===== src/rtl/core/cbor_hd_pkg.sv =====
// shared types, codes and helpers for the cbor head stream decoder
`timescale 1ns / 1ps

package cbor_hd_pkg;

  // queue between front and back
  localparam int unsigned QueueDepth = 2;
  localparam int unsigned QueuePtrW  = (QueueDepth > 1) ? $clog2(QueueDepth) : 1;
  localparam int unsigned QueueCntW  = $clog2(QueueDepth + 1);

  // register reset value
  localparam logic [3:0] MaxArgBytesReset = 4'd8;

  // result kinds
  typedef enum logic [1:0] {
    KIND_HEAD    = 2'd0,
    KIND_CONTENT = 2'd1,
    KIND_ERROR   = 2'd2
  } kind_e;

  // error codes
  typedef enum logic [2:0] {
    ERR_NONE      = 3'd0,
    ERR_BAD_ADDL  = 3'd1,
    ERR_TOO_WIDE  = 3'd2,
    ERR_TRUNC     = 3'd3,
    ERR_OVERFLOW  = 3'd4
  } err_e;

  // major types named where they matter
  localparam logic [2:0] MajUint   = 3'd0;
  localparam logic [2:0] MajNint   = 3'd1;
  localparam logic [2:0] MajBstr   = 3'd2;
  localparam logic [2:0] MajTstr   = 3'd3;
  localparam logic [2:0] MajArray  = 3'd4;
  localparam logic [2:0] MajMap    = 3'd5;
  localparam logic [2:0] MajSimple = 3'd7;

  // additional info codes
  localparam logic [4:0] AddlDirectMax = 5'd23;
  localparam logic [4:0] AddlArg1      = 5'd24;
  localparam logic [4:0] AddlArg8      = 5'd27;
  localparam logic [4:0] AddlHalf      = 5'd25;
  localparam logic [4:0] AddlSingle    = 5'd26;
  localparam logic [4:0] AddlIndef     = 5'd31;

  // record handed from front to back
  typedef struct packed {
    kind_e       kind;
    logic [2:0]  major;
    logic [4:0]  addl;
    logic [63:0] arg;
    logic [7:0]  cbyte;
    logic        clast;
    err_e        err;
  } rec_t;

  // register value clamped to 1..8 bytes
  function automatic logic [3:0] eff_width(input logic [3:0] cfg);
    logic [3:0] w;
    if (cfg == 4'd0) begin
      w = 4'd1;
    end else if (cfg > 4'd8) begin
      w = 4'd8;
    end else begin
      w = cfg;
    end
    return w;
  endfunction

endpackage


===== src/rtl/core/cbor_hd_if.sv =====
// channel interfaces: byte input, result output, register write
`timescale 1ns / 1ps

interface cbor_hd_byte_if;
  logic       valid;
  logic       ready;
  logic [7:0] data_byte;
  logic       last_byte;

  modport source (output valid, output data_byte, output last_byte, input ready);
  modport sink   (input valid, input data_byte, input last_byte, output ready);
endinterface

interface cbor_hd_res_if;
  logic               valid;
  logic               ready;
  logic [1:0]         item_kind;
  logic [2:0]         major_code;
  logic [4:0]         additional_info;
  logic [63:0]        argument_value;
  logic signed [63:0] signed_value;
  logic [31:0]        single_float_bits;
  logic               indefinite_flag;
  logic               break_flag;
  logic [7:0]         content_byte;
  logic               content_last;
  logic [2:0]         error_code;

  modport source (
    output valid, output item_kind, output major_code, output additional_info,
    output argument_value, output signed_value, output single_float_bits,
    output indefinite_flag, output break_flag, output content_byte,
    output content_last, output error_code, input ready
  );
  modport sink (
    input valid, input item_kind, input major_code, input additional_info,
    input argument_value, input signed_value, input single_float_bits,
    input indefinite_flag, input break_flag, input content_byte,
    input content_last, input error_code, output ready
  );
endinterface

interface cbor_hd_cfg_if;
  logic       valid;
  logic       ready;
  logic [3:0] max_argument_bytes;

  modport source (output valid, output max_argument_bytes, input ready);
  modport sink   (input valid, input max_argument_bytes, output ready);
endinterface


===== src/rtl/core/cbor_hd_front.sv =====
// front end: byte parser that gathers heads and content and emits records
`timescale 1ns / 1ps

module cbor_hd_front
  import cbor_hd_pkg::*;
(
  input  logic        clk_i,
  input  logic        rst_ni,
  cbor_hd_byte_if.sink data_i,
  input  logic [3:0]  eff_width_i,
  input  logic        queue_full_i,
  output logic        push_o,
  output rec_t        push_data_o
);

  typedef enum logic [1:0] {
    PH_HEAD    = 2'd0,
    PH_ARG     = 2'd1,
    PH_CONTENT = 2'd2
  } phase_e;

  phase_e      phase_q, phase_d;
  logic [2:0]  major_q, major_d;
  logic [4:0]  addl_q, addl_d;
  logic [3:0]  left_q, left_d;
  logic [63:0] acc_q, acc_d;
  logic [63:0] cleft_q, cleft_d;

  logic accept;

  // a byte is taken whenever the queue has room
  assign data_i.ready = !queue_full_i;
  assign accept       = data_i.valid && data_i.ready;

  // parse one byte
  always_comb begin
    logic [7:0]  b;
    logic        last;
    logic [63:0] acc_n;
    logic [3:0]  left_n;
    logic [3:0]  len;
    logic        do_fin;
    logic        do_err;
    logic        do_out;
    err_e        err_code;
    logic [63:0] fin_acc;
    logic        final_byte;

    b          = data_i.data_byte;
    last       = data_i.last_byte;
    phase_d    = phase_q;
    major_d    = major_q;
    addl_d     = addl_q;
    left_d     = left_q;
    acc_d      = acc_q;
    cleft_d    = cleft_q;
    do_fin     = 1'b0;
    do_err     = 1'b0;
    do_out     = 1'b0;
    err_code   = ERR_NONE;
    fin_acc    = '0;
    acc_n      = {acc_q[55:0], b};
    left_n     = left_q - 4'd1;
    len        = 4'd1 << b[1:0];
    final_byte = (cleft_q <= 64'd1);
    push_data_o       = '0;
    push_data_o.major = major_q;
    push_data_o.addl  = addl_q;

    if (accept) begin
      unique case (phase_q)
        PH_ARG: begin
          acc_d  = acc_n;
          left_d = left_n;
          if (left_n == 4'd0) begin
            do_fin  = 1'b1;
            fin_acc = acc_n;
          end else if (last) begin
            do_err   = 1'b1;
            err_code = ERR_TRUNC;
          end
        end
        PH_CONTENT: begin
          if (last && !final_byte) begin
            do_err   = 1'b1;
            err_code = ERR_TRUNC;
          end else begin
            do_out             = 1'b1;
            push_data_o.kind   = KIND_CONTENT;
            push_data_o.cbyte  = b;
            push_data_o.clast  = final_byte;
            if (final_byte) begin
              cleft_d = '0;
              phase_d = PH_HEAD;
            end else begin
              cleft_d = cleft_q - 64'd1;
            end
          end
        end
        default: begin
          // head byte
          major_d           = b[7:5];
          addl_d            = b[4:0];
          push_data_o.major = b[7:5];
          push_data_o.addl  = b[4:0];
          acc_d             = '0;
          left_d            = '0;
          cleft_d           = '0;
          if (b[4:0] <= AddlDirectMax) begin
            acc_d   = {59'd0, b[4:0]};
            do_fin  = 1'b1;
            fin_acc = {59'd0, b[4:0]};
          end else if (b[4:0] <= AddlArg8) begin
            if (len > eff_width_i) begin
              do_err   = 1'b1;
              err_code = ERR_TOO_WIDE;
            end else if (last) begin
              do_err   = 1'b1;
              err_code = ERR_TRUNC;
            end else begin
              left_d  = len;
              phase_d = PH_ARG;
            end
          end else if (b[4:0] == AddlIndef &&
                       (b[7:5] == MajArray || b[7:5] == MajMap ||
                        b[7:5] == MajSimple)) begin
            do_out           = 1'b1;
            push_data_o.kind = KIND_HEAD;
            phase_d          = PH_HEAD;
          end else begin
            do_err   = 1'b1;
            err_code = ERR_BAD_ADDL;
          end
        end
      endcase
    end

    // completed head: strings with a length go on to content
    if (do_fin) begin
      do_out           = 1'b1;
      push_data_o.kind = KIND_HEAD;
      push_data_o.arg  = fin_acc;
      phase_d          = PH_HEAD;
      if ((push_data_o.major == MajBstr || push_data_o.major == MajTstr) &&
          fin_acc != 64'd0) begin
        if (last) begin
          do_err   = 1'b1;
          err_code = ERR_TRUNC;
        end else begin
          phase_d = PH_CONTENT;
          cleft_d = fin_acc;
        end
      end
    end

    // error replaces anything else and restarts at a head byte
    if (do_err) begin
      push_data_o.kind  = KIND_ERROR;
      push_data_o.arg   = '0;
      push_data_o.cbyte = '0;
      push_data_o.clast = 1'b0;
      push_data_o.err   = err_code;
      phase_d           = PH_HEAD;
      left_d            = '0;
      cleft_d           = '0;
    end

    push_o = do_out || do_err;
  end

  // parser state
  always_ff @(posedge clk_i or negedge rst_ni) begin
    if (!rst_ni) begin
      phase_q <= PH_HEAD;
      major_q <= '0;
      addl_q  <= '0;
      left_q  <= '0;
      acc_q   <= '0;
      cleft_q <= '0;
    end else begin
      phase_q <= phase_d;
      major_q <= major_d;
      addl_q  <= addl_d;
      left_q  <= left_d;
      acc_q   <= acc_d;
      cleft_q <= cleft_d;
    end
  end

endmodule


===== src/rtl/core/cbor_hd_fifo.sv =====
// short record queue between front and back
`timescale 1ns / 1ps

module cbor_hd_fifo
  import cbor_hd_pkg::*;
(
  input  logic clk_i,
  input  logic rst_ni,
  input  logic push_i,
  input  rec_t push_data_i,
  output logic full_o,
  input  logic pop_i,
  output logic empty_o,
  output rec_t pop_data_o
);

  rec_t                 mem_q [QueueDepth];
  logic [QueuePtrW-1:0] wr_ptr_q, rd_ptr_q;
  logic [QueueCntW-1:0] cnt_q;
  logic                 do_push, do_pop;

  assign full_o     = (cnt_q == QueueCntW'(QueueDepth));
  assign empty_o    = (cnt_q == '0);
  assign do_push    = push_i && !full_o;
  assign do_pop     = pop_i && !empty_o;
  assign pop_data_o = mem_q[rd_ptr_q];

  // pointer wrap at the queue depth
  function automatic logic [QueuePtrW-1:0] ptr_inc(input logic [QueuePtrW-1:0] p);
    logic [QueuePtrW-1:0] r;
    if (p == QueuePtrW'(QueueDepth - 1)) begin
      r = '0;
    end else begin
      r = p + QueuePtrW'(1);
    end
    return r;
  endfunction

  // storage
  always_ff @(posedge clk_i) begin
    if (do_push) begin
      mem_q[wr_ptr_q] <= push_data_i;
    end
  end

  // pointers and fill count
  always_ff @(posedge clk_i or negedge rst_ni) begin
    if (!rst_ni) begin
      wr_ptr_q <= '0;
      rd_ptr_q <= '0;
      cnt_q    <= '0;
    end else begin
      if (do_push) begin
        wr_ptr_q <= ptr_inc(wr_ptr_q);
      end
      if (do_pop) begin
        rd_ptr_q <= ptr_inc(rd_ptr_q);
      end
      if (do_push && !do_pop) begin
        cnt_q <= cnt_q + QueueCntW'(1);
      end else if (do_pop && !do_push) begin
        cnt_q <= cnt_q - QueueCntW'(1);
      end
    end
  end

endmodule


===== src/rtl/core/cbor_hd_back.sv =====
// back end: range check, sign mapping, half widening and output register
`timescale 1ns / 1ps

module cbor_hd_back
  import cbor_hd_pkg::*;
(
  input  logic         clk_i,
  input  logic         rst_ni,
  input  logic [3:0]   eff_width_i,
  input  logic         empty_i,
  input  rec_t         rec_i,
  output logic         pop_o,
  cbor_hd_res_if.source res_o
);

  logic               valid_q;
  kind_e              kind_q, kind_d;
  logic [2:0]         major_q;
  logic [4:0]         addl_q;
  logic [63:0]        arg_q, arg_d;
  logic signed [63:0] sval_q, sval_d;
  logic [31:0]        fbits_q, fbits_d;
  logic               indef_q, indef_d;
  logic               brk_q, brk_d;
  logic [7:0]         cbyte_q;
  logic               clast_q;
  err_e               err_q, err_d;
  logic               overflow;

  // half float to single bits, subnormals normalized
  function automatic logic [31:0] half_to_single(input logic [15:0] h);
    logic [4:0]  expo;
    logic [9:0]  mant;
    logic [3:0]  p;
    logic [7:0]  e32;
    logic [23:0] sh;
    logic [22:0] m32;
    expo = h[14:10];
    mant = h[9:0];
    p    = '0;
    for (int i = 0; i < 10; i++) begin
      if (mant[i]) begin
        p = 4'(i);
      end
    end
    sh = 24'(mant) << (5'd23 - 5'(p));
    if (expo == 5'd0 && mant != 10'd0) begin
      e32 = 8'(p) + 8'd103;
      m32 = sh[22:0];
    end else begin
      if (expo == 5'd0) begin
        e32 = 8'd0;
      end else if (expo == 5'h1F) begin
        e32 = 8'hFF;
      end else begin
        e32 = 8'(expo) + 8'd112;
      end
      m32 = {mant, 13'd0};
    end
    return {h[15], e32, m32};
  endfunction

  // sign bit of the configured width or above set
  always_comb begin
    unique case (eff_width_i)
      4'd1:    overflow = |rec_i.arg[63:7];
      4'd2:    overflow = |rec_i.arg[63:15];
      4'd3:    overflow = |rec_i.arg[63:23];
      4'd4:    overflow = |rec_i.arg[63:31];
      4'd5:    overflow = |rec_i.arg[63:39];
      4'd6:    overflow = |rec_i.arg[63:47];
      4'd7:    overflow = |rec_i.arg[63:55];
      default: overflow = rec_i.arg[63];
    endcase
  end

  assign pop_o = !empty_i && (!valid_q || res_o.ready);

  // finish the record
  always_comb begin
    kind_d  = rec_i.kind;
    arg_d   = rec_i.arg;
    sval_d  = '0;
    fbits_d = '0;
    indef_d = 1'b0;
    brk_d   = 1'b0;
    err_d   = rec_i.err;
    if (rec_i.kind == KIND_HEAD) begin
      if (rec_i.major == MajUint || rec_i.major == MajNint) begin
        if (overflow) begin
          kind_d = KIND_ERROR;
          arg_d  = '0;
          err_d  = ERR_OVERFLOW;
        end else begin
          sval_d = (rec_i.major == MajUint) ? signed'(rec_i.arg) : signed'(~rec_i.arg);
        end
      end else if (rec_i.major == MajSimple) begin
        if (rec_i.addl == AddlHalf) begin
          fbits_d = half_to_single(rec_i.arg[15:0]);
        end else if (rec_i.addl == AddlSingle) begin
          fbits_d = rec_i.arg[31:0];
        end else if (rec_i.addl == AddlIndef) begin
          brk_d = 1'b1;
        end
      end else if (rec_i.addl == AddlIndef) begin
        indef_d = 1'b1;
      end
    end
  end

  // output valid
  always_ff @(posedge clk_i or negedge rst_ni) begin
    if (!rst_ni) begin
      valid_q <= 1'b0;
    end else if (pop_o) begin
      valid_q <= 1'b1;
    end else if (res_o.ready) begin
      valid_q <= 1'b0;
    end
  end

  // output payload
  always_ff @(posedge clk_i) begin
    if (pop_o) begin
      kind_q  <= kind_d;
      major_q <= rec_i.major;
      addl_q  <= rec_i.addl;
      arg_q   <= arg_d;
      sval_q  <= sval_d;
      fbits_q <= fbits_d;
      indef_q <= indef_d;
      brk_q   <= brk_d;
      cbyte_q <= rec_i.cbyte;
      clast_q <= rec_i.clast;
      err_q   <= err_d;
    end
  end

  assign res_o.valid             = valid_q;
  assign res_o.item_kind         = kind_q;
  assign res_o.major_code        = major_q;
  assign res_o.additional_info   = addl_q;
  assign res_o.argument_value    = arg_q;
  assign res_o.signed_value      = sval_q;
  assign res_o.single_float_bits = fbits_q;
  assign res_o.indefinite_flag   = indef_q;
  assign res_o.break_flag        = brk_q;
  assign res_o.content_byte      = cbyte_q;
  assign res_o.content_last      = clast_q;
  assign res_o.error_code        = err_q;

endmodule


===== src/rtl/core/cbor_head_stream_decoder.sv =====
// top level of the cbor data item head stream decoder
//
// data_i takes one payload byte per transfer with last_byte marking the end
// of the buffer; res_o gives zero or one result per byte: a decoded head, a
// string content byte, or an error. cfg_i writes max_argument_bytes (reset 8)
// and is always ready; write it only while no byte is in flight.
// Throughput: one byte per cycle while the record queue has room; the parser
// state in the front end updates its accumulator and counters for each byte.
// The record for the byte that completes a result is written into the record
// queue at the transfer of that byte and moves on into the output register once
// the output register is free. Bytes that only gather argument bits give no result.
// When res_o stalls, the two-entry queue and the output register absorb up
// to three results before data_i.ready drops; nothing is lost or repeated.
// Reset clears the parser to expect a head byte, empties the queue and the
// output register, and sets max_argument_bytes to 8.
`timescale 1ns / 1ps

module cbor_head_stream_decoder
  import cbor_hd_pkg::*;
(
  input  logic          clk_i,
  input  logic          rst_ni,
  cbor_hd_byte_if.sink  data_i,
  cbor_hd_cfg_if.sink   cfg_i,
  cbor_hd_res_if.source res_o
);

  logic [3:0] cfg_q;
  logic [3:0] eff_w;
  logic       rec_push;
  rec_t       rec_in;
  logic       queue_full;
  logic       queue_empty;
  logic       rec_pop;
  rec_t       rec_out;

  // configuration register
  assign cfg_i.ready = 1'b1;

  always_ff @(posedge clk_i or negedge rst_ni) begin
    if (!rst_ni) begin
      cfg_q <= MaxArgBytesReset;
    end else if (cfg_i.valid && cfg_i.ready) begin
      cfg_q <= cfg_i.max_argument_bytes;
    end
  end

  assign eff_w = eff_width(cfg_q);

  // byte parser
  cbor_hd_front u_front (
    .clk_i        (clk_i),
    .rst_ni       (rst_ni),
    .data_i       (data_i),
    .eff_width_i  (eff_w),
    .queue_full_i (queue_full),
    .push_o       (rec_push),
    .push_data_o  (rec_in)
  );

  // record queue
  cbor_hd_fifo u_fifo (
    .clk_i       (clk_i),
    .rst_ni      (rst_ni),
    .push_i      (rec_push),
    .push_data_i (rec_in),
    .full_o      (queue_full),
    .pop_i       (rec_pop),
    .empty_o     (queue_empty),
    .pop_data_o  (rec_out)
  );

  // result formatter
  cbor_hd_back u_back (
    .clk_i       (clk_i),
    .rst_ni      (rst_ni),
    .eff_width_i (eff_w),
    .empty_i     (queue_empty),
    .rec_i       (rec_out),
    .pop_o       (rec_pop),
    .res_o       (res_o)
  );

`ifndef SYNTHESIS
  // front never produces a record into a full queue
  assert property (@(posedge clk_i) disable iff (!rst_ni)
    rec_push |-> !queue_full)
    else $error("record pushed into full queue");

  // an error result always carries a code
  assert property (@(posedge clk_i) disable iff (!rst_ni)
    (res_o.valid && res_o.item_kind == KIND_ERROR) |-> (res_o.error_code != ERR_NONE))
    else $error("error result without code");

  // content fields stay clear outside content results
  assert property (@(posedge clk_i) disable iff (!rst_ni)
    (res_o.valid && res_o.item_kind != KIND_CONTENT) |->
      (res_o.content_byte == 8'd0 && !res_o.content_last))
    else $error("content fields set on non-content result");

  // a popped record shows up at the output on the next cycle
  assert property (@(posedge clk_i) disable iff (!rst_ni)
    rec_pop |=> res_o.valid)
    else $error("popped record not presented");
`endif

endmodule

===== src/flat_wrapper.sv =====
// flat-port wrapper written by rule: the top's interface ports become plain ports
module cbor_head_stream_decoder_flat import cbor_hd_pkg::*;
  (clk_i, rst_ni, data_i_valid, data_i_data_byte, data_i_last_byte, data_i_ready, cfg_i_valid, cfg_i_max_argument_bytes, cfg_i_ready, res_o_valid, res_o_item_kind, res_o_major_code, res_o_additional_info, res_o_argument_value, res_o_signed_value, res_o_single_float_bits, res_o_indefinite_flag, res_o_break_flag, res_o_content_byte, res_o_content_last, res_o_error_code, res_o_ready);
  cbor_hd_byte_if data_i_i ();
  cbor_hd_cfg_if cfg_i_i ();
  cbor_hd_res_if res_o_i ();
  input  logic clk_i;
  input  logic rst_ni;
  input wire logic [$bits(data_i_i.valid)-1:0] data_i_valid;
  input wire logic [$bits(data_i_i.data_byte)-1:0] data_i_data_byte;
  input wire logic [$bits(data_i_i.last_byte)-1:0] data_i_last_byte;
  output wire logic [$bits(data_i_i.ready)-1:0] data_i_ready;
  input wire logic [$bits(cfg_i_i.valid)-1:0] cfg_i_valid;
  input wire logic [$bits(cfg_i_i.max_argument_bytes)-1:0] cfg_i_max_argument_bytes;
  output wire logic [$bits(cfg_i_i.ready)-1:0] cfg_i_ready;
  output wire logic [$bits(res_o_i.valid)-1:0] res_o_valid;
  output wire logic [$bits(res_o_i.item_kind)-1:0] res_o_item_kind;
  output wire logic [$bits(res_o_i.major_code)-1:0] res_o_major_code;
  output wire logic [$bits(res_o_i.additional_info)-1:0] res_o_additional_info;
  output wire logic [$bits(res_o_i.argument_value)-1:0] res_o_argument_value;
  output wire logic [$bits(res_o_i.signed_value)-1:0] res_o_signed_value;
  output wire logic [$bits(res_o_i.single_float_bits)-1:0] res_o_single_float_bits;
  output wire logic [$bits(res_o_i.indefinite_flag)-1:0] res_o_indefinite_flag;
  output wire logic [$bits(res_o_i.break_flag)-1:0] res_o_break_flag;
  output wire logic [$bits(res_o_i.content_byte)-1:0] res_o_content_byte;
  output wire logic [$bits(res_o_i.content_last)-1:0] res_o_content_last;
  output wire logic [$bits(res_o_i.error_code)-1:0] res_o_error_code;
  input wire logic [$bits(res_o_i.ready)-1:0] res_o_ready;
  assign data_i_i.valid = data_i_valid;
  assign data_i_i.data_byte = data_i_data_byte;
  assign data_i_i.last_byte = data_i_last_byte;
  assign data_i_ready = data_i_i.ready;
  assign cfg_i_i.valid = cfg_i_valid;
  assign cfg_i_i.max_argument_bytes = cfg_i_max_argument_bytes;
  assign cfg_i_ready = cfg_i_i.ready;
  assign res_o_valid = res_o_i.valid;
  assign res_o_item_kind = res_o_i.item_kind;
  assign res_o_major_code = res_o_i.major_code;
  assign res_o_additional_info = res_o_i.additional_info;
  assign res_o_argument_value = res_o_i.argument_value;
  assign res_o_signed_value = res_o_i.signed_value;
  assign res_o_single_float_bits = res_o_i.single_float_bits;
  assign res_o_indefinite_flag = res_o_i.indefinite_flag;
  assign res_o_break_flag = res_o_i.break_flag;
  assign res_o_content_byte = res_o_i.content_byte;
  assign res_o_content_last = res_o_i.content_last;
  assign res_o_error_code = res_o_i.error_code;
  assign res_o_i.ready = res_o_ready;
  cbor_head_stream_decoder u_core (.clk_i(clk_i), .rst_ni(rst_ni), .data_i(data_i_i), .cfg_i(cfg_i_i), .res_o(res_o_i));
endmodule

===== config.mk =====
export PLATFORM = sky130hd
export DESIGN_NAME = cbor_head_stream_decoder_flat
export DESIGN_NICKNAME = d
export VERILOG_FILES = /design/src/rtl/core/cbor_hd_pkg.sv /design/src/rtl/core/cbor_hd_if.sv /design/src/rtl/core/cbor_hd_front.sv /design/src/rtl/core/cbor_hd_fifo.sv /design/src/rtl/core/cbor_hd_back.sv /design/src/rtl/core/cbor_head_stream_decoder.sv /design/src/flat_wrapper.sv
export SDC_FILE = /design/constraint.sdc
export NUM_CORES = 1
export LEC_CHECK = 0
export BUFFER_PORTS_ARGS = -buffer_cell sky130_fd_sc_hd__buf_4
export CAP_MARGIN = 20
export CORE_MARGIN = 4
export CORE_UTILIZATION = 41
export DETAILED_ROUTE_END_ITERATION = 8
export GPL_ROUTABILITY_DRIVEN = 0
export PLACE_DENSITY = 0.56
export SYNTH_ARGS = -nofsm -noshare
export SYNTH_HDL_FRONTEND = slang
export SYNTH_HIERARCHICAL = 1
export SYNTH_SLANG_ARGS = --single-unit

===== constraint.sdc =====
create_clock -name clk_i -period 26.8 [get_ports clk_i]
set_input_delay 5.36 -clock clk_i [delete_from_list [all_inputs] [get_ports clk_i]]
set_output_delay 5.36 -clock clk_i [all_outputs]
set_load 0.02 [all_outputs]

==> flow_summary.toml <==
[routing]
dr.pass1.iters = 5
wl_mm = 67.4
vias_per_cell = 5.63
drt_iter0_drc = 1591
wire_per_inst_um = 22.4
drtAntennaViolNets = 0
drc = 0
via_count = 17000

[grt]
grt_pass1_wl_mm = 102
overflow = 0
track_usage_pct = 20.6
grt_pass1_vias = 16400
grt_max_degree = 84
antenna_found_initial = 2

[timing]
rsz0062_at_grt = "no"
slew_headroom_pct = 30.8
fin_tns_setup_ns = 0
setup_viol = 0
fin_hold_ws_ns = 0.468
timing.fmax_ghz = 0.116
hold_viol = 0
fin_crit_ns = 8.63
clock_skew_ns = 0.0228
worst_pin_slew_ns = 1.04
final_max_slew_viol_count = 0
post-route-period-util_pct = 32.2

[power_and_ir_drop]
seq_power_share_pct = 35.5
pwr-share-clk_pct = 21.9
pwr_density_cell_mw_per_mm2 = 121
p_leak_nw = 10.9
p_sw_share_pct = 39.8
p_int_mw = 2.06
combPwrFrac_pct = 42.5
ir_worst_vdd_mv = 0.0811
netSwitchingPower_mw = 1.37

[clock_network]
clkTransAtPathRegs_ns = 0.05
ctsResizeCount = 0
cts_made_buffers = 53
cts_tree = "built"
cts_hold_buf = 0
clock_latency_ns = 0.62
cts_buffer_depth = 3
cts.sinks = 499
post-cts-setup-buffer-count = 0
cts-root-buf = "clkbuf_16"
htree_num_levels = 2

[die]
rows = 89
die_x_um = 252
dieArea_sq_mm = 0.0636
die_h_um = 252
boundaryPins = 205
initial_core_util_pct = 41.5
coreArea_sq_mm = 0.0590

[setup_path]
ff2ff_setup_slack_ns = 21.86
startpoint_type = "primary input"
cp.required_ns = 27.02
rr_worst_depth = 10
path_cells = "buf_4 -> or2_2 -> ha_1 -> and4_1 -> a221o_1 -> a21oi_1 -> and2_1 -> a21oi_1 -> nand2_1 -> o21bai_1 -> nand2_1 -> nor2_4 -> buf_4"
r2r_end = "u_core/u_back/res_o.signed_value[31]"
cp_top_family = "simple AND/OR/NAND/NOR gates"
rr_startpoint = "u_core/u_fifo/rd_ptr_q"
critPathKind = "primary input to register"
cp_slowest_stage_delay_ns = 0.81
crit_buf_inv = 2
slowest_stage = "buf_4"
crit_fanout = 72
cp.arrival_ns = 8.85
endpoint_kind = "register"

[logic_synthesis]
synth_edf_count = 356
synth.net_count = 2071
ys_seq_area_share_pct = 58.3
synth_flop_cell = "edfxtp_1"
avgSynthCellArea_sq_um = 12.0
syn_area_sq_mm = 0.0245
yosysWarnings = 6
synthTopCellsByArea = "edfxtp_1 44%, dfrtp_1 15%, and2_1 3.8%, nand2_1 3.3%, mux2_2 3.3%"
synth-seq-cells = 499
synth_top_area_share_pct = 43.7
yosys.area.top_type = "edfxtp_1"
ys_types = 95
synth-async-reset-ratio_pct = 28.7
synthCells = 2041

[hold_path]
min_from = "u_core/u_front/major_q[0]"
min_to = "u_core/u_front/major_q[0]"
hold_class = "register to register"
worstHoldPathCells = 2

[cells_and_area]
regArea_sq_mm = 0.0143
area_growth_pct = 15.8
final_cell_mix = "356 x edfxtp_1, 228 x buf_4, 213 x nand2_1"
fillers = 5287
fin_nets = 2224
layout_commonest_cell = "edfxtp_1"
drive_gt1_share_pct = 24.2
multiInputGateArea_sq_mm = 0.00942

[placed_design]
port_buffers = 203
hpwl_mm = 46.1

[run]
maxCapViolCount = 0

[status]
status = "completed"
[kinds of logic (layout without fill, tap and decap cells)]
family / count (synthesis) / after routing / share of synthesized area (%)
compound gates: 393 / 393 / 10.7
xor+xnor: 74 / 74 / 2.65
fa+ha+maj: 12 / 12 / 0.614
buf+inv: 164 / 361 / 3.49
flops: 499 / 499 / 58.3
mux: 117 / 117 / 5.78
other cells: 2 / 6 / 0.0307
simple gates: 780 / 780 / 18.4
[tightest hold or removal path: stages (launching register included)]
cell     delay (ns)
dfrtp_1        0.32
nand2_1        0.05
o21ai_0        0.06
[synthesized netlist by cell type, drive strengths merged, types with 4 or more instances]
| cell | instances |
|---|---|
| mux2i | 15 |
| nor3b | 6 |
| o22ai | 5 |
| nand4 | 12 |
| inv | 32 |
| or2 | 10 |
| a21boi | 7 |
| nand3b | 8 |
| o41ai | 4 |
| a31oi | 8 |
| xnor2 | 10 |
| nand2 | 214 |
| ha | 12 |
| nor3 | 62 |
| nor2b | 10 |
| mux2 | 102 |
| a21o | 13 |
| nand2b | 16 |
| a22oi | 19 |
| a211oi | 14 |
| edfxtp | 356 |
| nor2 | 151 |
| and3 | 4 |
| a22o | 19 |
| o21ai | 172 |
| a21oi | 64 |
| clkbuf | 87 |
| dfrtp | 142 |
| nor4 | 65 |
| nand3 | 22 |
| or4 | 16 |
| or3 | 23 |
| and2 | 149 |
| a32oi | 5 |
| a221oi | 7 |
| o211ai | 10 |
| a2bb2oi | 6 |
| xor2 | 64 |
| buf | 45 |
[flip-flops by register name, summed over array words and instances (netlist names), 2 cells and up]
signal                                 count
u_core/u_front/phase_q                     2
u_core/u_front/acc_q                      56
u_core/cfg_q                               4
u_core/u_back/res_o.signed_value          64
u_core/u_back/res_o.argument_value        64
u_core/u_front/cleft_q                    64
u_core/u_front/left_q                      4
u_core/u_fifo/cnt_q                        2
u_core/u_fifo/mem_q                      172
u_core/u_back/res_o.item_kind              2
u_core/u_back/res_o.major_code             3
u_core/u_back/res_o.error_code             3
u_core/u_back/res_o.content_byte           8
u_core/u_front/addl_q                      5
u_core/u_front/major_q                     3
u_core/u_back/res_o.additional_info        5
u_core/u_back/res_o.single_float_bits     32
[worst max-delay path by stage]
stage                         from                          to  cells after the start
6_report       data_i_data_byte[1]  u_core/u_fifo/mem_q[0][60]                     13
2_1_floorplan          res_o_ready      u_core/u_fifo/cnt_q[1]                      6
3_3_place_gp   data_i_data_byte[1]  u_core/u_fifo/mem_q[0][60]                     13
3_5_place_dp   data_i_data_byte[1]  u_core/u_fifo/mem_q[0][73]                     13
4_1_cts        data_i_data_byte[1]  u_core/u_fifo/mem_q[0][59]                     13
5_1_grt        data_i_data_byte[1]  u_core/u_fifo/mem_q[0][60]                     13
[per-stage QoR]
| step | std cells | instance area (sq um) | worst slack [ns] | util (%) | power [mW] |
|---|---|---|---|---|---|
| floorplan | 2041 | 24500 | 9.80 | - | 2.26 |
| global placement | 2910 | 26500 | 17.58 | 44.9 | 2.68 |
| detailed placement | 2911 | 26500 | 17.54 | 44.9 | 2.69 |
| CTS | 3010 | 28300 | 18.19 | 48.0 | 3.46 |
| global route | 3012 | 28300 | 17.95 | 48.0 | 3.61 |
| finish | 3015 | 28300 | 18.17 | 48.0 | 3.43 |
[power groups by stage]
stage,combinational [mW],clock (mW),sequential (mW)
detailed placement,1.46,0,1.24
global route,1.57,0.805,1.24
global placement,1.45,0,1.23
floorplan,0.870,0,1.39
CTS,1.47,0.770,1.22
finish,1.46,0.753,1.22
[cell type report]
class	count	share of cell area (%)
Antenna cell	4	0.0353
Tap cell	773	3.41
Clock inverter	30	1.32
Timing Repair Buffer	230	6.18
Sequential cell	499	50.4
Clock buffer	69	5.04
Multi-Input combinational cell	1378	33.2
Inverter	32	0.424
[per-layer routing]
metal / vias to the layer above / track usage (%) / wire (um)
met5: - / 0 / 0
met4: 0 / 6.12 / 2020
met3: 117 / 3.96 / 4900
met2: 676 / 31.7 / 30400
met1: 8391 / 30.0 / 30100
li1: 7796 / - / -
Power figures use the tool's default switching activity.
